<file path="config.mk">
export PLATFORM = sky130hd
export DESIGN_NAME = script_lexer_tokenizer_core
export DESIGN_NICKNAME = d
export VERILOG_FILES = /design/src/rtl/slt_pkg.sv /design/src/rtl/script_lexer_tokenizer_core.sv /design/src/rtl/slt_front.sv /design/src/rtl/slt_back.sv
export VERILOG_INCLUDE_DIRS = /design/src /design/src/rtl
export SDC_FILE = /design/constraint.sdc
export NUM_CORES = 1
export LEC_CHECK = 0
export ABC_AREA = 1
export BUFFER_PORTS_ARGS = -buffer_cell sky130_fd_sc_hd__buf_2
export CAP_MARGIN = 20
export CORE_ASPECT_RATIO = 1.4
export CORE_MARGIN = 2
export CORE_UTILIZATION = 30
export DETAILED_ROUTE_END_ITERATION = 16
export GPL_TIMING_DRIVEN = 0
export HOLD_SLACK_MARGIN = 0.15
export PLACE_DENSITY_LB_ADDON = 0.1
export REMOVE_ABC_BUFFERS = 1
export SETUP_SLACK_MARGIN = 0.15
export SYNTH_ARGS = -nofsm -noshare
export SYNTH_HDL_FRONTEND = slang
export SYNTH_SLANG_ARGS = --single-unit
export TNS_END_PERCENT = 100
</file>
<file path="constraint.sdc">
create_clock -name clk -period 19.8 [get_ports clk]
set_clock_uncertainty 0.05 [all_clocks]
set_input_delay 2.97 -clock clk [delete_from_list [all_inputs] [get_ports clk]]
set_output_delay 2.97 -clock clk [all_outputs]
set_load 0.05 [all_outputs]
</file>
<file path="src/rtl/script_lexer_tokenizer_core_defines.svh">
// Assertion macros shared by the lexer modules.
`ifndef SCRIPT_LEXER_TOKENIZER_CORE_DEFINES_SVH
`define SCRIPT_LEXER_TOKENIZER_CORE_DEFINES_SVH
// Implication checked on every rising clock edge outside reset.
`define SLT_ASSERT_IMP(lbl, a, c) \
  lbl: assert property (@(posedge clk) disable iff (rst) (a) |-> (c)) \
    else $error("assertion failed");
// Next-cycle implication checked outside reset.
`define SLT_ASSERT_NEXT(lbl, a, c) \
  lbl: assert property (@(posedge clk) disable iff (rst) (a) |=> (c)) \
    else $error("assertion failed");
`endif

</file>
<file path="src/rtl/slt_pkg.sv">
`timescale 1ns / 1ps
package slt_pkg;
  localparam int unsigned KIND_BITS = 6;
  localparam int unsigned FIELD_BITS = 24;
  localparam logic [KIND_BITS-1:0] K_EOF = 6'd0;
  localparam logic [KIND_BITS-1:0] K_BAD = 6'd1;
  localparam logic [KIND_BITS-1:0] K_UNTERM = 6'd2;
  localparam logic [KIND_BITS-1:0] K_LPAREN = 6'd3;
  localparam logic [KIND_BITS-1:0] K_RPAREN = 6'd4;
  localparam logic [KIND_BITS-1:0] K_LBRACE = 6'd5;
  localparam logic [KIND_BITS-1:0] K_RBRACE = 6'd6;
  localparam logic [KIND_BITS-1:0] K_SEMI = 6'd7;
  localparam logic [KIND_BITS-1:0] K_COMMA = 6'd8;
  localparam logic [KIND_BITS-1:0] K_DOT = 6'd9;
  localparam logic [KIND_BITS-1:0] K_MINUS = 6'd10;
  localparam logic [KIND_BITS-1:0] K_PLUS = 6'd11;
  localparam logic [KIND_BITS-1:0] K_SLASH = 6'd12;
  localparam logic [KIND_BITS-1:0] K_STAR = 6'd13;
  localparam logic [KIND_BITS-1:0] K_BANG = 6'd14;
  localparam logic [KIND_BITS-1:0] K_EQUAL = 6'd16;
  localparam logic [KIND_BITS-1:0] K_LESS = 6'd18;
  localparam logic [KIND_BITS-1:0] K_GREATER = 6'd20;
  localparam logic [KIND_BITS-1:0] K_STRING = 6'd22;
  localparam logic [KIND_BITS-1:0] K_NUMBER = 6'd23;
  localparam logic [KIND_BITS-1:0] K_IDENT = 6'd24;

  // One token as it leaves the front part; up to three per source byte.
  typedef struct packed {
    logic [KIND_BITS-1:0] kind;
    logic [FIELD_BITS-1:0] start;
    logic [FIELD_BITS-1:0] length;
    logic [FIELD_BITS-1:0] line;
  } token_t;

  // Bundle of up to three tokens produced by one source byte.
  typedef struct packed {
    logic [1:0] count;
    token_t t0;
    token_t t1;
    token_t t2;
  } bundle_t;

  // Keyword lookup on up to six identifier bytes, held in an eight-byte word (zero padded).
  function automatic logic [KIND_BITS-1:0] keyword_kind(input logic [63:0] w,
                                                        input logic [3:0] len);
    logic [KIND_BITS-1:0] k;
    k = K_IDENT;
    unique case (len)
      4'd2: begin
        if (w[15:0] == "fi") k = 6'd32;
        else if (w[15:0] == "ro") k = 6'd34;
      end
      4'd3: begin
        if (w[23:0] == "dna") k = 6'd25;
        else if (w[23:0] == "fed") k = 6'd27;
        else if (w[23:0] == "rof") k = 6'd30;
        else if (w[23:0] == "nuf") k = 6'd31;
        else if (w[23:0] == "lin") k = 6'd33;
      end
      4'd4: begin
        if (w[31:0] == "esle") k = 6'd28;
        else if (w[31:0] == "siht") k = 6'd38;
        else if (w[31:0] == "eurt") k = 6'd39;
      end
      4'd5: begin
        if (w[39:0] == "ssalc") k = 6'd26;
        else if (w[39:0] == "eslaf") k = 6'd29;
        else if (w[39:0] == "tnirp") k = 6'd35;
        else if (w[39:0] == "elihw") k = 6'd40;
      end
      4'd6: begin
        if (w[47:0] == "tnerap") k = 6'd36;
        else if (w[47:0] == "nruter") k = 6'd37;
      end
      default: k = K_IDENT;
    endcase
    return k;
  endfunction
endpackage

</file>
<file path="src/rtl/script_lexer_tokenizer_core.sv">
`timescale 1ns / 1ps
// Streaming scanner for a small scripting language. One source byte (or an end
// marker) is taken per request, and every cycle a new request can be accepted
// as long as the internal two-entry queue has room. The front part classifies
// the byte against the current lexer mode combinationally and hands the
// tokens that close (at most three) to the back part, which delivers them one
// per cycle while out_stall is low, marking the last token a request caused
// with last_of_run. A byte that closes several tokens holds the output until
// each of them has been taken, so sustained input rate is one request per cycle
// while tokens closed per byte stay at or below one and the output is not stalled.
// Keywords are matched in parallel on the first identifier bytes.
module script_lexer_tokenizer_core #(
  parameter int unsigned POSITION_BITS = 24,
  parameter int unsigned KEYWORD_MAX_LEN = 6
) (
  input  logic clk,
  input  logic rst,
  input  logic in_valid,
  output logic in_stall,
  input  logic [7:0] source_byte,
  input  logic end_of_input,
  output logic out_valid,
  input  logic out_stall,
  output logic [5:0] token_kind,
  output logic [23:0] token_start,
  output logic [23:0] token_length,
  output logic [23:0] line_number,
  output logic last_of_run
);
  import slt_pkg::*;

  // Request path into the front part and token bundles across the queue.
  logic q_push, q_full;
  bundle_t q_data;
  token_t tok;

  slt_front #(.POSITION_BITS(POSITION_BITS), .KEYWORD_MAX_LEN(KEYWORD_MAX_LEN)) u_front (
    .clk, .rst, .in_valid, .in_stall, .source_byte, .end_of_input,
    .q_push, .q_data, .q_full
  );

  slt_back u_back (
    .clk, .rst, .q_push, .q_data, .q_full,
    .out_valid, .out_stall, .out_token(tok), .out_last(last_of_run)
  );

  // Token fields go straight to their own ports.
  assign token_kind = tok.kind;
  assign token_start = tok.start;
  assign token_length = tok.length;
  assign line_number = tok.line;
endmodule

</file>
<file path="src/rtl/slt_front.sv">
`timescale 1ns / 1ps
`include "script_lexer_tokenizer_core_defines.svh"
module slt_front #(
  parameter int unsigned POSITION_BITS = 24,
  parameter int unsigned KEYWORD_MAX_LEN = 6
) (
  input  logic clk,
  input  logic rst,
  input  logic in_valid,
  output logic in_stall,
  input  logic [7:0] source_byte,
  input  logic end_of_input,
  output logic q_push,
  output slt_pkg::bundle_t q_data,
  input  logic q_full
);
  import slt_pkg::*;

  localparam logic [3:0] M_IDLE = 4'd0, M_IDENT = 4'd1, M_NUMBER = 4'd2,
    M_NUMDOT = 4'd3, M_FRACTION = 4'd4, M_STRING = 4'd5, M_OP = 4'd6,
    M_SLASH = 4'd7, M_COMMENT = 4'd8;
  localparam logic [POSITION_BITS-1:0] POS_MAX = {POSITION_BITS{1'b1}};
  localparam logic [FIELD_BITS-1:0] F_MAX = {FIELD_BITS{1'b1}};
  localparam int unsigned LW = $clog2(KEYWORD_MAX_LEN + 1);

  logic [3:0] mode, mode_next;
  logic [POSITION_BITS-1:0] pos, begin_pos, begin_next;
  logic [FIELD_BITS-1:0] line_count, line_next;
  logic [7:0] prefix [KEYWORD_MAX_LEN];
  logic [7:0] pend, pend_next;
  logic pre_wr;
  logic [LW-1:0] pre_idx;

  logic accept;
  logic [7:0] c;
  logic is_alpha, is_digit, again;
  logic [POSITION_BITS-1:0] span_raw;
  logic [FIELD_BITS-1:0] span, span_m1, span_p1;
  logic [FIELD_BITS-1:0] pos24, begin24, posm1;
  logic [63:0] word;
  logic [KIND_BITS-1:0] ident_kind, op_base;
  token_t t [3];
  logic [1:0] n;

  assign accept = in_valid && !in_stall;
  assign in_stall = q_full;
  assign c = source_byte;
  assign is_alpha = (c >= "a" && c <= "z") || (c >= "A" && c <= "Z") || c == "_";
  assign is_digit = c >= "0" && c <= "9";

  // Lengths and offsets are reported in 24 bits; lengths saturate.
  always_comb begin
    span_raw = (pos >= begin_pos) ? pos - begin_pos : '0;
    pos24 = FIELD_BITS'(pos);
    begin24 = FIELD_BITS'(begin_pos);
    posm1 = (pos != '0) ? FIELD_BITS'(pos - 1'b1) : '0;
    if (POSITION_BITS > FIELD_BITS && (span_raw >> FIELD_BITS) != '0) span = F_MAX;
    else span = FIELD_BITS'(span_raw);
    span_m1 = (span != '0) ? ((POSITION_BITS > FIELD_BITS && span == F_MAX
               && (span_raw >> FIELD_BITS) != '0) ? F_MAX : span - 1'b1) : '0;
    span_p1 = (span == F_MAX) ? F_MAX : span + 1'b1;
  end

  always_comb begin
    word = '0;
    for (int i = 0; i < KEYWORD_MAX_LEN; i++) word[i*8 +: 8] = prefix[i];
    ident_kind = (span <= FIELD_BITS'(KEYWORD_MAX_LEN))
               ? keyword_kind(word, 4'(span)) : K_IDENT;
    op_base = (pend == "!") ? K_BANG : (pend == "=") ? K_EQUAL :
              (pend == "<") ? K_LESS : K_GREATER;
  end

  // Builds one token record from its fields.
  function automatic token_t mk(input logic [KIND_BITS-1:0] k,
                                input logic [FIELD_BITS-1:0] s,
                                input logic [FIELD_BITS-1:0] l,
                                input logic [FIELD_BITS-1:0] ln);
    token_t r;
    r.kind = k; r.start = s; r.length = l; r.line = ln;
    return r;
  endfunction

  always_comb begin
    mode_next = mode;
    begin_next = begin_pos;
    line_next = line_count;
    pend_next = pend;
    pre_wr = 1'b0;
    pre_idx = '0;
    again = 1'b0;
    n = 2'd0;
    for (int i = 0; i < 3; i++) t[i] = '0;
    if (end_of_input) begin
      unique case (mode)
        M_IDENT: begin t[0] = mk(ident_kind, begin24, span, line_count); n = 2'd1; end
        M_NUMBER, M_FRACTION: begin
          t[0] = mk(K_NUMBER, begin24, span, line_count); n = 2'd1;
        end
        M_NUMDOT: begin
          t[0] = mk(K_NUMBER, begin24, span_m1, line_count);
          t[1] = mk(K_DOT, posm1, 24'd1, line_count); n = 2'd2;
        end
        M_STRING: begin t[0] = mk(K_UNTERM, begin24, span, line_count); n = 2'd1; end
        M_OP: begin t[0] = mk(op_base, begin24, 24'd1, line_count); n = 2'd1; end
        M_SLASH: begin t[0] = mk(K_SLASH, begin24, 24'd1, line_count); n = 2'd1; end
        default: n = 2'd0;
      endcase
      t[n] = mk(K_EOF, pos24, '0, line_count);
      n = n + 2'd1;
      mode_next = M_IDLE;
      pend_next = '0;
    end else begin
      unique case (mode)
        M_IDENT: begin
          if (is_alpha || is_digit) begin
            if (span < FIELD_BITS'(KEYWORD_MAX_LEN)) begin
              pre_wr = 1'b1; pre_idx = LW'(span);
            end
          end else begin
            t[0] = mk(ident_kind, begin24, span, line_count); n = 2'd1; again = 1'b1;
          end
        end
        M_NUMBER: begin
          if (c == ".") mode_next = M_NUMDOT;
          else if (!is_digit) begin
            t[0] = mk(K_NUMBER, begin24, span, line_count); n = 2'd1; again = 1'b1;
          end
        end
        M_NUMDOT: begin
          if (is_digit) mode_next = M_FRACTION;
          else begin
            t[0] = mk(K_NUMBER, begin24, span_m1, line_count);
            t[1] = mk(K_DOT, posm1, 24'd1, line_count); n = 2'd2; again = 1'b1;
          end
        end
        M_FRACTION: begin
          if (!is_digit) begin
            t[0] = mk(K_NUMBER, begin24, span, line_count); n = 2'd1; again = 1'b1;
          end
        end
        M_STRING: begin
          if (c == "\"") begin
            t[0] = mk(K_STRING, begin24, span_p1, line_count); n = 2'd1;
            mode_next = M_IDLE;
          end else if (c == 8'h0a && line_count != F_MAX) line_next = line_count + 1'b1;
        end
        M_OP: begin
          pend_next = '0;
          if (c == "=") begin
            t[0] = mk(op_base + 1'b1, begin24, 24'd2, line_count); n = 2'd1;
            mode_next = M_IDLE;
          end else begin
            t[0] = mk(op_base, begin24, 24'd1, line_count); n = 2'd1; again = 1'b1;
          end
        end
        M_SLASH: begin
          if (c == "/") mode_next = M_COMMENT;
          else begin
            t[0] = mk(K_SLASH, begin24, 24'd1, line_count); n = 2'd1; again = 1'b1;
          end
        end
        M_COMMENT: begin
          if (c == 8'h0a) begin
            if (line_count != F_MAX) line_next = line_count + 1'b1;
            mode_next = M_IDLE;
          end
        end
        default: again = 1'b1;
      endcase
      if (again) begin
        mode_next = M_IDLE;
        begin_next = pos;
        if (c == " " || c == 8'h0d || c == 8'h09) begin
        end else if (c == 8'h0a) begin
          if (line_count != F_MAX) line_next = line_count + 1'b1;
        end else if (is_alpha) begin
          pre_wr = 1'b1; pre_idx = '0; mode_next = M_IDENT;
        end else if (is_digit) mode_next = M_NUMBER;
        else if (c == "\"") mode_next = M_STRING;
        else if (c == "!" || c == "=" || c == "<" || c == ">") begin
          pend_next = c; mode_next = M_OP;
        end else if (c == "/") mode_next = M_SLASH;
        else begin
          t[n] = mk(K_BAD, pos24, 24'd1, line_count);
          unique case (c)
            "(": t[n].kind = K_LPAREN;
            ")": t[n].kind = K_RPAREN;
            "{": t[n].kind = K_LBRACE;
            "}": t[n].kind = K_RBRACE;
            ";": t[n].kind = K_SEMI;
            ",": t[n].kind = K_COMMA;
            ".": t[n].kind = K_DOT;
            "-": t[n].kind = K_MINUS;
            "+": t[n].kind = K_PLUS;
            "*": t[n].kind = K_STAR;
            default: t[n].kind = K_BAD;
          endcase
          n = n + 2'd1;
        end
      end
    end
  end

  always_ff @(posedge clk) begin
    if (rst) begin
      mode <= M_IDLE;
      pos <= '0;
      begin_pos <= '0;
      line_count <= FIELD_BITS'(1);
      pend <= '0;
    end else if (accept) begin
      mode <= mode_next;
      begin_pos <= begin_next;
      line_count <= line_next;
      pend <= pend_next;
      if (!end_of_input && pos != POS_MAX) pos <= pos + 1'b1;
    end
  end

  always_ff @(posedge clk) begin
    if (accept && !end_of_input && pre_wr) prefix[pre_idx] <= c;
  end

  assign q_push = accept && n != 2'd0;
  assign q_data = '{count: n, t0: t[0], t1: t[1], t2: t[2]};

  `SLT_ASSERT_IMP(a_eof_pushes, accept && end_of_input, q_push)
  `SLT_ASSERT_IMP(a_no_push_full, q_push, !q_full)
  `SLT_ASSERT_NEXT(a_eof_idle, accept && end_of_input, mode == M_IDLE && pend == '0)
endmodule

</file>
<file path="src/rtl/slt_back.sv">
`timescale 1ns / 1ps
`include "script_lexer_tokenizer_core_defines.svh"
module slt_back (
  input  logic clk,
  input  logic rst,
  input  logic q_push,
  input  slt_pkg::bundle_t q_data,
  output logic q_full,
  output logic out_valid,
  input  logic out_stall,
  output slt_pkg::token_t out_token,
  output logic out_last
);
  import slt_pkg::*;

  // Two-entry bundle queue; the head is unrolled one token per cycle while out_stall is low.
  bundle_t slot [2];
  logic rd_ptr, wr_ptr;
  logic [1:0] fill;
  logic [1:0] sub;
  bundle_t head;
  logic pop_tok, pop_bundle;

  assign head = slot[rd_ptr];
  assign out_valid = fill != 2'd0;
  assign q_full = fill == 2'd2;
  assign pop_tok = out_valid && !out_stall;
  assign out_last = (sub + 2'd1) == head.count;
  assign pop_bundle = pop_tok && out_last;

  always_comb begin
    unique case (sub)
      2'd0: out_token = head.t0;
      2'd1: out_token = head.t1;
      default: out_token = head.t2;
    endcase
  end

  always_ff @(posedge clk) begin
    if (rst) begin
      rd_ptr <= 1'b0;
      wr_ptr <= 1'b0;
      fill <= 2'd0;
      sub <= 2'd0;
    end else begin
      if (q_push) wr_ptr <= ~wr_ptr;
      if (pop_bundle) rd_ptr <= ~rd_ptr;
      fill <= fill + {1'b0, q_push} - {1'b0, pop_bundle};
      if (pop_bundle) sub <= 2'd0;
      else if (pop_tok) sub <= sub + 2'd1;
    end
  end

  always_ff @(posedge clk) begin
    if (q_push) slot[wr_ptr] <= q_data;
  end

  `SLT_ASSERT_IMP(a_fill_range, 1'b1, fill != 2'd3)
  `SLT_ASSERT_IMP(a_sub_range, out_valid, sub < head.count)
  `SLT_ASSERT_NEXT(a_hold, out_valid && out_stall, out_valid && $stable(out_token))
endmodule

</file>
Word-level counts from Yosys, hierarchy flattened
Memories as Yosys holds them, arrays and structs flattened. A register that Yosys moved wholly into a read port is not among the register bits.
Cells that the tools add are included.
{ "op_classes": {"addsub": 12, "n_lt_le_gt_ge": 13, "eq_ne": 65, "n_mux": 152, "bitwise": 5, "reduce_logical": 39} }
{ "ops": {"columns": ["operator", "count"], "rows": [
  ["bitwise mux 234 bit", 13],
  ["case mux 234 bit (10 select lines)", 1],
  ["2-to-1 mux 234 bit", 9],
  ["2-to-1 mux 78 bit", 11],
  ["case mux 78 bit (7 select lines)", 1],
  ["demux 78 bit (select 2 bit)", 3],
  ["case mux 78 bit (6 select lines)", 1],
  ["2-to-1 mux 24 bit", 12],
  ["equality test 40 x 39 -> 1 bit (second input constant)", 4],
  ["case mux 78 bit (2 select lines)", 1],
  ["2-to-1 mux 155 bit", 1],
  ["2-to-1 mux 77 bit", 2],
  ["2-to-1 mux 76 bit", 2],
  ["equality test 8 x 6 -> 1 bit (second input constant)", 18],
  ["equality test 24 x 23 -> 1 bit (second input constant)", 5],
  ["2-to-1 mux 6 bit", 19],
  ["equality test 32 x 31 -> 1 bit (second input constant)", 3],
  ["equality test 48 x 47 -> 1 bit (second input constant)", 2],
  ["adder 24 x 1 -> 24 bit (second input constant)", 3],
  ["2-to-1 mux 8 bit", 9],
  ["2-to-1 mux 4 bit", 14],
  ["!= test 24 bit (second input constant)", 2],
  ["case mux 24 bit (2 select lines)", 1],
  ["nonzero test 24 bit", 2],
  ["48 further kinds", 147]
]} }
{ "totals": {"regBits": 90, "ram_bits": 520, "in_bits": 13, "output_inout_bits": 81, "elab_cells": 297, "memories": 2} }
{ "memory_table": {"columns": ["name", "depth", "word_bits", "rd", "rd_clocked_by_memory_dff", "write_ports", "line_no", "rtl"], "rows": [
  ["u_back.slot", 2, 236, 1, 1, 1, "slt_back.sv:17", "bundle_t slot [2];"],
  ["u_front.prefix", 6, 8, 6, 0, 1, "slt_front.sv:29", "logic [7:0] prefix [KEYWORD_MAX_LEN];"]
]} }

Longest topological paths before layout
{ "logic_depth": {"word_depth": 25, "ltp_mapped": 28, "depth_no_buf": 26} }

Hierarchy
From an unflattened synthesis, not the netlist that was laid out.
{ "hier_totals": {"hier_cells": 4003, "hier_area_um2": 34474.3} }
{ "modules_own_cells": {"columns": ["mod", "instances", "cells_per_inst", "area_per_inst_um2", "seq_area_each_um2"], "rows": [
  ["slt_back", 1, 1162, 18159.9, 14313.7],
  ["slt_front", 1, 2841, 16314.4, 3123.0]
]} }

Least setup slack after synthesis
OpenSTA, ideal clock, no wires.
{ "synth_path": {"kind": "input-to-reg", "from": "in source_byte[6]", "to": "mem u_back.slot[0][0] (netlist bit) (enable)", "setup_ps": 734, "arrival_time_ps": 12570, "required_ps": 19016, "slack_ps": 6446, "path_stages": 15, "n_path_buf": 3, "path_cell_list": "nor2_1 inv_1 a211oi_4 inv_2 buf_4 nand2_4 buf_4 clkbuf_1 ha_1 nand3_1 nand2_1 nand2_1 nand3_1 nand2_1 nor2_1"} }
{ "synth_between": {"elab_chain_len": 22, "elab_cells_between_ends": 58, "classes_between": "add/sub: 1; order compare: 6; eq/ne: 12; mux: 26; reduce/logical: 13"} }
{ "synth_lines": {"columns": ["element", "line_no", "rtl"], "rows": [
  ["start, declared", "script_lexer_tokenizer_core.sv:20", "input logic [7:0] source_byte,"],
  [">= comparator 8 x 7 -> 1 bit / <= comparator 8 x 7 -> 1 bit (equally long branches)", "slt_front.sv:48", "assign is_alpha = (c >= \"a\" && c <= \"z\") || (c >= \"A\" && c <= \"Z\") || c == \"_\";"],
  ["logical AND 1 bit", "slt_front.sv:48", null],
  ["logical OR 1 bit (2 in series)", "slt_front.sv:48", null],
  ["logical OR 1 bit", "slt_front.sv:115", "if (is_alpha || is_digit) begin"],
  ["2-to-1 mux 1 bit", "slt_front.sv:115", null],
  ["case mux 2 bit (7 select lines)", "slt_front.sv:113", "unique case (mode)"],
  ["2-to-1 mux 2 bit", "slt_front.sv:93", "if (end_of_input) begin"],
  ["adder 2 x 1 -> 2 bit", "slt_front.sv:198", "n = n + 2'd1;"],
  ["[5 not listed]", null, null],
  ["2-to-1 mux 2 bit", "slt_front.sv:174", "end else if (c == 8'h0a) begin"],
  ["2-to-1 mux 2 bit", "slt_front.sv:173", "if (c == \" \" || c == 8'h0d || c == 8'h09) begin"],
  ["2-to-1 mux 2 bit (*)", "slt_front.sv:170", "if (again) begin"],
  ["2-to-1 mux 2 bit (*)", "slt_front.sv:93", null],
  ["nonzero test 2 bit (*)", "slt_front.sv:224", "assign q_push = accept && n != 2'd0;"],
  ["logical AND 1 bit (*)", "slt_front.sv:224", null],
  ["2-to-1 mux 1 bit (*)", "slt_back.sv:55", "if (q_push) slot[wr_ptr] <= q_data;"],
  ["2-to-1 mux 1 bit (not written as such) (*)", "slt_back.sv:55", null],
  ["end, declared", "slt_back.sv:17", null]
]} }
Every way passes the cells marked *; elsewhere a longest branch is shown, timed or not. The select of a mux whose other input is x is not followed.

Final worst setup path
{ "layout_path": {"from": "in source_byte[0]", "to": "mem u_back.slot[0][139] (netlist bit) (enable)"} }
The elaborated chain is that of the path after synthesis.

==> impl_results.md <==
- CTS buffer count: 55
- Clk buf depth: 3
- Vias per inst: 5.09
- Hold depth: 1
- Hold buffer count at CTS: 0
- Crit Path Max Fanout: 29
- Total number of vias: 25.5k
- Final HPWL DP: 70400 um
- R2R depth: 15
- Post-layout util: 34.3%
- GR Util All Layers: 19.7%
- Sum Neg Setup Slack: 0 ns
- Critical path arrival: 8.14 ns
- DP Worst Slack: 10.82 ns
- EDFF count, synth: 420
- Layout cells sized above 1: 8.29%
- Max cap viols: 0
- Pleak: 13.1 nW
- Initial DRT Pass Iterations: 8
- First-pass GRT wire length: 152000 um
- Post-cts gate resize count: 0
- Post-CTS Setup Bufs: 0
- Hold Path Class: register to register
- Mapped cell area: 0.0294 mm2
- Area Overhead vs Synth: 13.4%
- Rows: 135
- Grt total ovfl: 0
- Crit path time final: 7.88 ns
- Worst Max-Slew Pin Slew: 1.13 ns
- Initial DRC count: 1641
- Sequential cell area fraction in the yosys report: 49.1%
- Slew HR: 24.6%
- Final Max Slew Viols: 0
- Global placement routability congestion: 0.917
- Startpoint types: input pin
- Setup crit end kind: register
- Root buf cell: clkbuf_16
- Ant. Diodes: 0
- VDD IR-drop max: 0.115 mV
- Mapped Cells: 3644
- Hold path start: u_back.fill[1]$_SDFF_PP0_
- Period utilization: 39.8%
- Clk pin slew, worst setup/hold paths: 0.06 ns
- CTS tree: built
- H-tree depth: 2
- Number of global-route vias before repair: 25.1k
- Final ANT Viol Nets: 0
- Pwr per Cell Area: 157 mW/mm2
- Design Power: 5.23 mW
- Placed cell count: 4909
- Worst skew pair latency: 0.65 ns
- Ports: 94
- Max Fclk: 127 MHz
- DRC Markers: 0
- Avg Inst Size Synth: 8.06 um2
- Total Nets Final: 3724
- Die area: 0.100 mm2
- Drt wl/cell: 20.0 um
- Final setup fails: 0
- PortBufs: 93
- Die span in y: 374 um
- Async set-reset flop share out of synthesis: 0%
- Worst R2R End: u_back.slot[0][140]$_DFFE_PP_
- Worst reg2reg setup slack: 13.91 ns
- Worst setup path class: input pin to register
- Layout Cells excl Fill: 5015
- Reg-to-Reg Start: u_front.mode[0]$_SDFFE_PP0P_
- Netlist cell types: 64
- Final worst setup slack: 11.92 ns
- Synth warnings: 0
- CTS Sinks: 511
- Initial core utilization: 30.3%
- Setup repair after global routing missed its margin: no
- Dominant synthesized flop cell: edfxtp_1
- Antenna violations before repair: 0
- Core footprint: 0.0970 mm2
- Hold Fails Final Rpt: 0
- Die W: 268 um
- Status: complete, no violations
- Hold Path Sink: u_back.fill[1]$_SDFF_PP0_
- Req. time, crit path: 20.06 ns
- #FFs+latches synth: 511
- WL final: 100000 um
- Largest net degree at the start of global routing: 144
## layout by cell type, fill, tap and decap left out, types with 23 or more instances in the layout
cell type / Yosys / layout
inv_1: 385 / 381
xor2_1: 38 / 38
edfxtp_1: 420 / 420
nand4_1: 72 / 72
a21oi_1: 124 / 124
nor2_1: 588 / 582
ha_1: 43 / 41
nand3_1: 271 / 271
buf_2: 11 / 93
a32oi_1: 24 / 24
o221ai_1: 59 / 59
clkbuf_16: 0 / 55
nor3_1: 104 / 104
dfxtp_1: 91 / 90
nand2_1: 680 / 680
o211ai_1: 44 / 44
o21ai_0: 343 / 343
inv_2: 21 / 23
## layer usage
metal  vias to the layer above  global-route usage [%]  part of all wire (%)
met5                         -                       0                     0
met4                         0                    6.69                   3.2
met3                       155                    1.95                   3.4
met2                       533                    36.0                    51
met1                     12300                    23.7                    42
li1                      12500                       -                     -
## state kept, by name, indices dropped and copies added (netlist names), named ones only
name                flops
u_front.line_count     24
u_back.rd_ptr           1
u_front.pos            24
u_back.slot           372
u_front.prefix         48
u_back.sub              2
u_front.begin24        24
u_front.pend            8
u_back.wr_ptr           1
u_back.fill             2
u_front.mode            4
## where the power goes
group	total, mW	switching [mW]	internal (mW)	leakage (nW)
logic	2.70	2.05	0.652	7.55
registers	1.49	0.0688	1.42	4.68
clock network	1.04	0.454	0.589	0.877
## stage by stage
| step | hold slack (ns) | instance area [um2] |
|---|---|---|
| after CTS | 0.406 | 33200 |
| after floorplan | 0.376 | 28700 |
| after global routing | 0.444 | 33300 |
| after global placement | 0.395 | 30800 |
| after detailed placement | 0.388 | 31400 |
| final | 0.404 | 33300 |
## logic make-up after synthesis
group,Yosys count,share of synthesized area (%)
and+or+nand+nor,1810,26.6
AOI/OAI and AO/OA,663,13.4
buffers and inverters,575,7.75
DFF,511,49.1
adders and majority gates,44,1.90
xor gates and xnor gates,41,1.22
## synthesized netlist by cell type (4+ instances only)
library cell    n  area share [%]
a21oi_1       124             2.1
a221oi_1        6            0.18
a22oi_1         5            0.13
a311oi_1        4            0.12
a31oi_1         5            0.11
a32oi_1        24            0.72
buf_1          14            0.18
buf_2          11            0.19
buf_4          11            0.28
buf_6           6            0.23
clkbuf_1      113             1.4
clkinv_1       11            0.14
dfxtp_1        91             6.2
edfxtp_1      420              43
ha_1           43             1.8
inv_1         385             4.9
inv_2          21            0.27
nand2_1       680             8.7
nand2_2        16            0.34
nand3_1       271             4.6
nand3_2         8            0.27
nand3b_1        8            0.20
nand4_1        72             1.5
nor2_1        588             7.5
nor2_2         19            0.40
nor2_4          4            0.15
nor3_1        104             1.8
nor3b_1         4            0.10
nor4_1         16            0.34
o211ai_1       44             1.1
o21a_1          6            0.15
o21ai_0       343             5.8
o21ai_1        12            0.20
o221ai_1       59             1.8
o22ai_1         6            0.13
o2bb2ai_1       4            0.12
or2_2           5            0.11
xor2_1         38             1.1
## how the worst max path moves through the flow
stage	slack, ns	end	depth (start not counted)	start
floorplan	6.21	u_back.slot[0][0]$_DFFE_PP_	15	source_byte[6]
global placement	-1.91	u_back.slot[0][147]$_DFFE_PP_	17	source_byte[0]
detailed placement	10.82	u_back.slot[0][147]$_DFFE_PP_	21	source_byte[0]
CTS	11.49	u_back.slot[0][139]$_DFFE_PP_	21	source_byte[0]
global route	11.61	u_back.slot[1][133]$_DFFE_PP_	19	source_byte[6]
finish	11.92	u_back.slot[0][139]$_DFFE_PP_	22	source_byte[0]
## worst max-delay path, cell delays in order
cell	delay, ns
buf_2	0.28
inv_2	0.09
nor2_4	0.15
nand2_2	0.09
a211oi_4	0.58
inv_2	0.30
nand3_1	0.23
nand2_1	0.36
buf_16	0.30
inv_1	0.33
nand2_4	0.20
nand3_2	0.14
nand2_1	0.07
nand2_1	0.07
nand2_1	0.07
nand3_1	0.11
nand2_1	0.16
nor2_4	0.59
buf_12	0.29
buf_12	0.22
buf_12	0.21
buf_12	0.21
## final cells by class
class | instances | area (um2)
inverters | 419 | 1590
fillers | 10400 | 63700
repair buffers | 122 | 1110
multi-input cells | 2558 | 12700
clock inverters | 27 | 299
clock buffers | 77 | 1510
flip-flops and latches | 511 | 14400
well taps | 1301 | 1630
Note: power is estimated with default switching activity, not from simulation.
